File: src/rtl/core/hsv2rgb_pkg.sv
// Shared types, constants and helper functions of the HSV to RGB converter.
// No dependencies; used by the front, mid queue, back and top level.
`default_nettype none

package hsv2rgb_pkg;

   // Hue sector codes, one per sixth of the hue circle
   localparam logic [2:0] SEC_RED_YEL = 3'd0;
   localparam logic [2:0] SEC_YEL_GRN = 3'd1;
   localparam logic [2:0] SEC_GRN_CYN = 3'd2;
   localparam logic [2:0] SEC_CYN_BLU = 3'd3;
   localparam logic [2:0] SEC_BLU_MAG = 3'd4;
   localparam logic [2:0] SEC_MAG_RED = 3'd5;

   localparam logic [7:0]  LEVEL_MAX = 8'd255;
   localparam logic [16:0] FRAC_ONE  = 17'h10000;
   // 255 * 65536: full scale of the ramp numerators
   localparam logic [23:0] RAMP_FULL = 24'hFF0000;

   // Item leaving the front: clamped levels, sector and fraction
   typedef struct packed {
      logic [7:0]  sat;
      logic [7:0]  val;
      logic [2:0]  sector;
      logic [15:0] frac;
      logic [7:0]  alpha;
   } front_item_type;

   // First back stage: scaled saturation terms and floor numerator
   typedef struct packed {
      logic [7:0]  val;
      logic [2:0]  sector;
      logic [7:0]  alpha;
      logic [23:0] sat_frac;
      logic [23:0] sat_cofrac;
      logic [15:0] floor_num;
   } stage_a_type;

   // Second back stage: ramp quotients by 65536, floor level done
   typedef struct packed {
      logic [7:0]  val;
      logic [2:0]  sector;
      logic [7:0]  alpha;
      logic [15:0] fall_num;
      logic [15:0] rise_num;
      logic [7:0]  floor_lvl;
   } stage_b_type;

   typedef struct packed {
      logic [7:0] red;
      logic [7:0] green;
      logic [7:0] blue;
      logic [7:0] alpha;
   } rgba_type;

   // Head status of the mid queue as the back sees it
   typedef struct packed {
      logic valid;
   } link_type;

   // Exact floor(x / 255) for x up to 255*255 + 254
   function automatic logic [7:0] div255(input logic [15:0] x);
      logic [15:0] sum;
      begin
         sum = x + {8'd0, x[15:8]} + 16'd1;
         return sum[15:8];
      end
   endfunction

   // Clamp a signed 10-bit level to 0..255
   function automatic logic [7:0] clamp_level(input logic signed [9:0] raw);
      begin
         if (raw[9]) begin
            return 8'd0;
         end else if (raw[8]) begin
            return LEVEL_MAX;
         end else begin
            return raw[7:0];
         end
      end
   endfunction

endpackage

`default_nettype wire

File: src/rtl/core/hsv2rgb_front.sv
// Front of the HSV to RGB converter: accepts items, clamps levels, splits hue.
// Depends on hsv2rgb_pkg.
`default_nettype none

module hsv2rgb_front (
   input  wire logic                        clock,
   input  wire logic                        reset,
   input  wire logic                        req_push,
   output logic                             req_full,
   input  wire logic [15:0]                 req_hue_frac,
   input  wire logic signed [9:0]           req_sat_level,
   input  wire logic signed [9:0]           req_val_level,
   input  wire logic [7:0]                  req_alpha_in,
   input  wire logic                        queue_full,
   output logic                             queue_push,
   output hsv2rgb_pkg::front_item_type      queue_item
);

   logic                         valid_ff;
   logic                         valid_in;
   hsv2rgb_pkg::front_item_type  item_ff;
   hsv2rgb_pkg::front_item_type  item_in;
   logic [18:0]                  hue6;
   logic                         accept;

   // Hand the held item on whenever the queue has room
   assign queue_push = valid_ff && !queue_full;
   assign req_full   = valid_ff && queue_full;
   assign accept     = req_push && !req_full;
   assign queue_item = item_ff;

   // Scale hue by six: sector in the integer part, fraction below
   always_comb begin
      hue6           = {1'b0, req_hue_frac, 2'b00} + {2'b00, req_hue_frac, 1'b0};
      item_in.sat    = hsv2rgb_pkg::clamp_level(req_sat_level);
      item_in.val    = hsv2rgb_pkg::clamp_level(req_val_level);
      item_in.sector = hue6[18:16];
      item_in.frac   = hue6[15:0];
      item_in.alpha  = req_alpha_in;
      valid_in       = accept || (valid_ff && !queue_push);
   end

   always_ff @(posedge clock) begin
      if (reset) begin
         valid_ff <= 1'b0;
      end else begin
         valid_ff <= valid_in;
      end
   end

   // Load a new item when accepted; otherwise hold
   always_ff @(posedge clock) begin
      if (accept) begin
         item_ff <= item_in;
      end
   end

endmodule

`default_nettype wire

File: src/rtl/core/hsv2rgb_queue.sv
// Two-entry queue that decouples the front from the back.
// Depends on hsv2rgb_pkg.
`default_nettype none

module hsv2rgb_queue (
   input  wire logic                        clock,
   input  wire logic                        reset,
   input  wire logic                        push,
   input  wire hsv2rgb_pkg::front_item_type push_item,
   output logic                             full,
   output hsv2rgb_pkg::link_type            head_link,
   input  wire logic                        pop,
   output hsv2rgb_pkg::front_item_type      head_item
);

   hsv2rgb_pkg::front_item_type  slot_ff [2];
   logic                         wr_ptr_ff;
   logic                         wr_ptr_in;
   logic                         rd_ptr_ff;
   logic                         rd_ptr_in;
   logic [1:0]                   count_ff;
   logic [1:0]                   count_in;
   logic                         do_pop;

   assign full            = count_ff[1];
   assign head_link.valid = count_ff != 2'd0;
   assign do_pop          = pop && head_link.valid;
   assign head_item       = slot_ff[rd_ptr_ff];

   // Advance pointers and occupancy
   always_comb begin
      wr_ptr_in = wr_ptr_ff ^ push;
      rd_ptr_in = rd_ptr_ff ^ do_pop;
      count_in  = count_ff + {1'b0, push} - {1'b0, do_pop};
   end

   always_ff @(posedge clock) begin
      if (reset) begin
         wr_ptr_ff <= 1'b0;
         rd_ptr_ff <= 1'b0;
         count_ff  <= 2'd0;
      end else begin
         wr_ptr_ff <= wr_ptr_in;
         rd_ptr_ff <= rd_ptr_in;
         count_ff  <= count_in;
      end
   end

   always_ff @(posedge clock) begin
      if (push) begin
         slot_ff[wr_ptr_ff] <= push_item;
      end
   end

endmodule

`default_nettype wire

File: src/rtl/core/hsv2rgb_back.sv
// Back of the HSV to RGB converter: two multiply stages, divide by 255,
// sector mux and a two-entry result queue. Depends on hsv2rgb_pkg.
`default_nettype none

module hsv2rgb_back (
   input  wire logic                        clock,
   input  wire logic                        reset,
   input  wire hsv2rgb_pkg::link_type       head_link,
   input  wire hsv2rgb_pkg::front_item_type head_item,
   output logic                             head_pop,
   output logic                             rsp_empty,
   input  wire logic                        rsp_pop,
   output hsv2rgb_pkg::rgba_type            rsp_item
);

   hsv2rgb_pkg::stage_a_type  a_ff;
   hsv2rgb_pkg::stage_a_type  a_in;
   hsv2rgb_pkg::stage_b_type  b_ff;
   hsv2rgb_pkg::stage_b_type  b_in;
   hsv2rgb_pkg::rgba_type     res_in;
   hsv2rgb_pkg::rgba_type     out_ff [2];
   logic                      a_valid_ff;
   logic                      a_valid_in;
   logic                      b_valid_ff;
   logic                      b_valid_in;
   logic                      out_wr_ff;
   logic                      out_rd_ff;
   logic [1:0]                out_count_ff;
   logic [1:0]                out_count_in;
   logic                      a_load;
   logic                      b_load;
   logic                      out_write;
   logic                      out_read;
   logic [16:0]               cofrac;
   logic [31:0]               fall_prod;
   logic [31:0]               rise_prod;
   logic [7:0]                fall_lvl;
   logic [7:0]                rise_lvl;

   // Stall chain: each stage moves when the next can take it
   assign out_write = b_valid_ff && !out_count_ff[1];
   assign b_load    = a_valid_ff && (!b_valid_ff || out_write);
   assign a_load    = head_link.valid && (!a_valid_ff || b_load);
   assign head_pop  = a_load;
   assign out_read  = rsp_pop && !rsp_empty;
   assign rsp_empty = out_count_ff == 2'd0;
   assign rsp_item  = out_ff[out_rd_ff];

   // Stage A: saturation times fraction and co-fraction, floor numerator
   always_comb begin
      cofrac          = hsv2rgb_pkg::FRAC_ONE - {1'b0, head_item.frac};
      a_in.val        = head_item.val;
      a_in.sector     = head_item.sector;
      a_in.alpha      = head_item.alpha;
      a_in.sat_frac   = {16'd0, head_item.sat} * {8'd0, head_item.frac};
      a_in.sat_cofrac = 24'({17'd0, head_item.sat} * {8'd0, cofrac});
      a_in.floor_num  = {8'd0, head_item.val} *
                        ({8'd0, hsv2rgb_pkg::LEVEL_MAX} - {8'd0, head_item.sat});
   end

   // Stage B: value times ramp numerators, keep quotient by 65536
   always_comb begin
      fall_prod      = {24'd0, a_ff.val} *
                       ({8'd0, hsv2rgb_pkg::RAMP_FULL} - {8'd0, a_ff.sat_frac});
      rise_prod      = {24'd0, a_ff.val} *
                       ({8'd0, hsv2rgb_pkg::RAMP_FULL} - {8'd0, a_ff.sat_cofrac});
      b_in.val       = a_ff.val;
      b_in.sector    = a_ff.sector;
      b_in.alpha     = a_ff.alpha;
      b_in.fall_num  = fall_prod[31:16];
      b_in.rise_num  = rise_prod[31:16];
      b_in.floor_lvl = hsv2rgb_pkg::div255(a_ff.floor_num);
   end

   // Finish the ramps and route levels to channels by sector
   always_comb begin
      fall_lvl     = hsv2rgb_pkg::div255(b_ff.fall_num);
      rise_lvl     = hsv2rgb_pkg::div255(b_ff.rise_num);
      res_in.alpha = b_ff.alpha;
      case (b_ff.sector)
         hsv2rgb_pkg::SEC_RED_YEL: begin
            res_in.red   = b_ff.val;
            res_in.green = rise_lvl;
            res_in.blue  = b_ff.floor_lvl;
         end
         hsv2rgb_pkg::SEC_YEL_GRN: begin
            res_in.red   = fall_lvl;
            res_in.green = b_ff.val;
            res_in.blue  = b_ff.floor_lvl;
         end
         hsv2rgb_pkg::SEC_GRN_CYN: begin
            res_in.red   = b_ff.floor_lvl;
            res_in.green = b_ff.val;
            res_in.blue  = rise_lvl;
         end
         hsv2rgb_pkg::SEC_CYN_BLU: begin
            res_in.red   = b_ff.floor_lvl;
            res_in.green = fall_lvl;
            res_in.blue  = b_ff.val;
         end
         hsv2rgb_pkg::SEC_BLU_MAG: begin
            res_in.red   = rise_lvl;
            res_in.green = b_ff.floor_lvl;
            res_in.blue  = b_ff.val;
         end
         default: begin
            res_in.red   = b_ff.val;
            res_in.green = b_ff.floor_lvl;
            res_in.blue  = fall_lvl;
         end
      endcase
   end

   // Stage valid bits and result queue occupancy
   always_comb begin
      a_valid_in   = a_load || (a_valid_ff && !b_load);
      b_valid_in   = b_load || (b_valid_ff && !out_write);
      out_count_in = out_count_ff + {1'b0, out_write} - {1'b0, out_read};
   end

   always_ff @(posedge clock) begin
      if (reset) begin
         a_valid_ff   <= 1'b0;
         b_valid_ff   <= 1'b0;
         out_wr_ff    <= 1'b0;
         out_rd_ff    <= 1'b0;
         out_count_ff <= 2'd0;
      end else begin
         a_valid_ff   <= a_valid_in;
         b_valid_ff   <= b_valid_in;
         out_wr_ff    <= out_wr_ff ^ out_write;
         out_rd_ff    <= out_rd_ff ^ out_read;
         out_count_ff <= out_count_in;
      end
   end

   // Payload registers load only when their stage advances
   always_ff @(posedge clock) begin
      if (a_load) begin
         a_ff <= a_in;
      end
      if (b_load) begin
         b_ff <= b_in;
      end
      if (out_write) begin
         out_ff[out_wr_ff] <= res_in;
      end
   end

endmodule

`default_nettype wire

File: src/rtl/core/hsv_to_rgb_converter.sv
// Top level of the HSV to RGB converter: front, mid queue and back.
// Depends on hsv2rgb_pkg, hsv2rgb_front, hsv2rgb_queue, hsv2rgb_back.
//
//   channel   handshake         accepted when         payload
//   request   req_push/req_full req_push & !req_full  hue, sat, val, alpha
//   response  rsp_pop/rsp_empty rsp_pop & !rsp_empty  red, green, blue, alpha
//
// One item per clock sustained while the response side keeps popping; the multiplier stages are fully pipelined.
// An accepted item passes in order through the front register, mid queue,
// two multiply stages and the result queue before it shows on the response ports.
// Reset (synchronous) empties every stage; the payload registers are not reset.
// A stalled response side fills the result queue, then the stages and the
// mid queue; req_full rises only once the front register cannot drain.
`default_nettype none

module hsv_to_rgb_converter (
   input  wire logic              clock,
   input  wire logic              reset,
   input  wire logic              req_push,
   output logic                   req_full,
   input  wire logic [15:0]       req_hue_frac,
   input  wire logic signed [9:0] req_sat_level,
   input  wire logic signed [9:0] req_val_level,
   input  wire logic [7:0]        req_alpha_in,
   output logic                   rsp_empty,
   input  wire logic              rsp_pop,
   output logic [7:0]             rsp_red_out,
   output logic [7:0]             rsp_green_out,
   output logic [7:0]             rsp_blue_out,
   output logic [7:0]             rsp_alpha_out
);

   hsv2rgb_pkg::front_item_type  front_item;
   hsv2rgb_pkg::front_item_type  head_item;
   hsv2rgb_pkg::link_type        head_link;
   hsv2rgb_pkg::rgba_type        rsp_item;
   logic                         queue_push;
   logic                         queue_full;
   logic                         head_pop;

   hsv2rgb_front u_front (
      .clock         (clock),
      .reset         (reset),
      .req_push      (req_push),
      .req_full      (req_full),
      .req_hue_frac  (req_hue_frac),
      .req_sat_level (req_sat_level),
      .req_val_level (req_val_level),
      .req_alpha_in  (req_alpha_in),
      .queue_full    (queue_full),
      .queue_push    (queue_push),
      .queue_item    (front_item)
   );

   hsv2rgb_queue u_queue (
      .clock     (clock),
      .reset     (reset),
      .push      (queue_push),
      .push_item (front_item),
      .full      (queue_full),
      .head_link (head_link),
      .pop       (head_pop),
      .head_item (head_item)
   );

   hsv2rgb_back u_back (
      .clock     (clock),
      .reset     (reset),
      .head_link (head_link),
      .head_item (head_item),
      .head_pop  (head_pop),
      .rsp_empty (rsp_empty),
      .rsp_pop   (rsp_pop),
      .rsp_item  (rsp_item)
   );

   assign rsp_red_out   = rsp_item.red;
   assign rsp_green_out = rsp_item.green;
   assign rsp_blue_out  = rsp_item.blue;
   assign rsp_alpha_out = rsp_item.alpha;

endmodule

`default_nettype wire

File: config.mk
export PLATFORM = sky130hd
export DESIGN_NAME = hsv_to_rgb_converter
export DESIGN_NICKNAME = d
export VERILOG_FILES = /design/src/rtl/core/hsv2rgb_pkg.sv /design/src/rtl/core/hsv2rgb_front.sv /design/src/rtl/core/hsv2rgb_queue.sv /design/src/rtl/core/hsv2rgb_back.sv /design/src/rtl/core/hsv_to_rgb_converter.sv
export SDC_FILE = /design/constraint.sdc
export NUM_CORES = 2
export LEC_CHECK = 0
export BUFFER_PORTS_ARGS = -buffer_cell sky130_fd_sc_hd__buf_2
export CAP_MARGIN = 30
export CELL_PAD_IN_SITES_DETAIL_PLACEMENT = 1
export CELL_PAD_IN_SITES_GLOBAL_PLACEMENT = 1
export CORE_ASPECT_RATIO = 2
export CORE_UTILIZATION = 35
export DETAILED_ROUTE_END_ITERATION = 8
export GPL_ROUTABILITY_DRIVEN = 0
export PLACE_DENSITY = 0.61
export SLEW_MARGIN = 5
export SYNTH_ARGS = -nofsm -noshare
export SYNTH_HDL_FRONTEND = slang
export SYNTH_SLANG_ARGS = --single-unit
File: constraint.sdc
create_clock -name clock -period 14.4 [get_ports clock]
set_input_delay 0 -clock clock [delete_from_list [all_inputs] [get_ports clock]]
set_output_delay 0 -clock clock [all_outputs]
set_load 0.01 [all_outputs]
==> impl_metrics.yaml <==
run_status:
  status: "completed"
placement:
  dpl_worst_slack_ns: 6.36
  port_buffers: 81
  place_hpwl_mm: 74.3
floorplan:
  initial_core_util: 0.353
  die_h_microns: 452
  dieArea_sq_um: 102000
  num_rows: 164
  chipWidth_microns: 227
  ios: 82
  core_area_sq_um: 100000
critical_path:
  crit_top_cell: "fa_1"
  reg2reg_from: "u_queue.rd_ptr_ff$_SDFF_PP0_"
  worstPathRequired_ns: 14.78
  reg2regPathDepth: 21
  cp_data_arrival_time_ns: 8.36
  endpoint_kind: "flop"
  cp-start-kind: "flop"
  path_cells: "mux2i_1, ha_1, nand3_1, nor3_2, nand2_1, nor3_1, xor2_1, nor2_1, fa_1, fa_1, fa_1, inv_1, fa_1, inv_1, ha_1, or3_1, a211oi_1, nor4_1, a2111oi_2, a21oi_1, xor2_1"
  cp_slowest_cell: "dfxtp_4"
  critPathBufInv: 2
  crit_fanout: 61
  crit_type: "reg -> reg"
  r2r_end: "u_back.a_ff[38]$_DFFE_PP_"
  reg2reg_slack_ns: 6.42
  slowest_delay_ns: 0.94
  cp_top_family: "adder cells"
clock_network:
  clk_pin_slew_ns: 0.07
  clk_path_buf_depth: 3
  cts_tree: "built"
  htree_levels: 1
  clk_latency_ns: 0.64
  cts_made_buffers: 31
  cts-root-buf: "clkbuf_16"
  clkSinkCount: 340
  cts_resized: 0
sta:
  slew_viol_final: 0
  post-route-min-period_ns: 7.98
  rsz0062_at_grt: "false"
  setup_viol: 0
  post-route-period-util: 0.554
  hold_ws_ns: 0.0935
  worst_slack_ns: 6.42
  hold_viol_final: 0
  timing.fmax_mhz: 125
  tns_ns: 0
  slew_headroom: 0.316
  tightest_slew_ns: 1.02
  skew_ns: 0.0271
grt:
  grt_util_all_layers: 0.190
  grt_pass1_wl_mm: 150
  grt_overflow: 0
  grt_max_degree: 62
  antenna_found_initial: 1
  grt_pass1_vias: 28000
synth:
  yosys.cell_types.count: 81
  ys.flop_type: "edfxtp_1"
  syn-num-nets: 4146
  synth-edff-count: 329
  synth_area_leaders: "edfxtp_1 (28%), fa_1 (28%), ha_1 (8.6%)"
  yosysSeqAreaShare: 0.285
  yosysTopAreaCellShare: 0.279
  synth_seq_cells: 340
  yosysTopAreaCell: "edfxtp_1"
  syn_area_sq_um: 35400
  syn_inst: 3366
  postSynth.asyncResetShare: 0
  synth_warnings: 0
  avgSynthCellArea_sq_um: 10.5
min_path:
  worstHoldPathCells: 2
  min_from: "req_alpha_in[0]"
  hold_class: "in -> reg"
  whs_endpoint: "u_front.queue_item[0]$_DFFE_PP_"
routing:
  ant_nets: 0
  first_pass_iters: 4
  drt_iter0_markers: 662
  vias: 23900
  routed_wl_mm: 93.0
  route.detailed.drc: 0
  wire_per_inst_microns: 19.2
  drt-vias-per-instance: 4.93
cells_and_area:
  final_core_util: 0.393
  areaGrowthSynthToFinish_pct: 11.1
  final_common_cell: "inv_1"
  layout_common_cells: "inv_1 (531), fa_1 (490), edfxtp_1 (329)"
  fin_nets: 4273
  layout-drive-gt1-share: 0.0811
  nFillCells: 11300
job:
  max_cap_viol_count: 0
sequential cells by signal, indices dropped and copies added, names as in the netlist:
register,flops
u_back.b_ff,59
u_front.valid_ff,1
u_queue.count_ff,2
u_queue.slot_ff,84
u_back.out_ff,64
u_back.a_valid_ff,1
u_back.out_rd_ff,1
u_queue.rd_ptr_ff,1
u_back.b_valid_ff,1
u_queue.wr_ptr_ff,1
u_back.out_count_ff,2
u_front.queue_item,42
u_back.out_wr_ff,1
u_back.a_ff,80
how the worst max path moves through the flow:
| stage | from | endpoint | cells past startpoint |
|---|---|---|---|
| 3_3_place_gp | u_queue.rd_ptr_ff$_SDFF_PP0_ | u_back.a_ff[38]$_DFFE_PP_ | 21 |
| 2_1_floorplan | u_back.out_count_ff[1]$_SDFF_PP0_ | u_queue.count_ff[1]$_SDFF_PP0_ | 7 |
| 4_1_cts | u_queue.rd_ptr_ff$_SDFF_PP0_ | u_back.a_ff[38]$_DFFE_PP_ | 21 |
| 3_5_place_dp | u_queue.rd_ptr_ff$_SDFF_PP0_ | u_back.a_ff[38]$_DFFE_PP_ | 21 |
| 6_report | u_queue.rd_ptr_ff$_SDFF_PP0_ | u_back.a_ff[38]$_DFFE_PP_ | 21 |
| 5_1_grt | u_queue.rd_ptr_ff$_SDFF_PP0_ | u_back.a_ff[38]$_DFFE_PP_ | 21 |
cell usage after synthesis, types with 33 or more instances:
master and instances:
nand2b_1 33, nor2_1 306, ha_1 242, nor2b_1 35, xnor2_1 129, xor2_1 49
mux2_2 66, o21ai_0 48, fa_1 490, and2_1 295, clkbuf_1 92, edfxtp_1 329
a21oi_1 85, inv_1 531, nand2_1 278
final cells by class:
class / count / area, sq um / area share
diodes: 1 / 2.50 / 0.0000636
clock buffers: 31 / 776 / 0.0197
clock inverters: 25 / 310 / 0.00789
inverters: 532 / 2000 / 0.0508
multi-input cells: 2390 / 22900 / 0.583
flip-flops and latches: 340 / 10100 / 0.257
well taps: 1328 / 1660 / 0.0423
repair buffers: 198 / 1530 / 0.0388
worst register-to-register path, cell delays in order (launching register included):
cell	delay, ns
dfxtp_4	0.94
mux2i_1	0.94
ha_1	0.33
nand3_1	0.17
nor3_2	0.32
nand2_1	0.16
nor3_1	0.27
xor2_1	0.58
nor2_1	0.14
fa_1	0.53
fa_1	0.51
fa_1	0.50
inv_1	0.05
fa_1	0.47
inv_1	0.04
ha_1	0.24
or3_1	0.33
a211oi_1	0.31
nor4_1	0.14
a2111oi_2	0.46
a21oi_1	0.14
xor2_1	0.16
routing by layer:
metal	part of all wire	vias to the layer above	global-route usage
met5	0	-	0
met3	0.012	167	0.0107
met4	0.042	0	0.0788
met2	0.61	279	0.407
met1	0.33	12400	0.177
li1	-	11000	-
per-stage QoR:
stage,instances,instance area [sq um]
floorplan,3366,35400
global placement,4698,37300
detailed placement,4701,37400
CTS,4844,39300
global route,4845,39300
finish,4845,39300
cell families after synthesis:
kind of cell / count (synthesis) / share of synthesized area
mux: 99 / 0.0305
fa+ha+maj: 732 / 0.363
flops: 340 / 0.285
buf+inv: 636 / 0.0684
compound gates: 302 / 0.0577
simple gates: 1074 / 0.149
xor+xnor: 183 / 0.0463
what timing repair did:
| item | 4_1_cts | 5_1_grt |
|---|---|---|
| setup buffers | 0 | 0 |
| hold endpoints to repair | 51 | 0 |
| hold buffers | 87 | 0 |
Power is not shown: default switching activity piles up to over one toggle a cycle in this logic, so the estimate is an artifact.
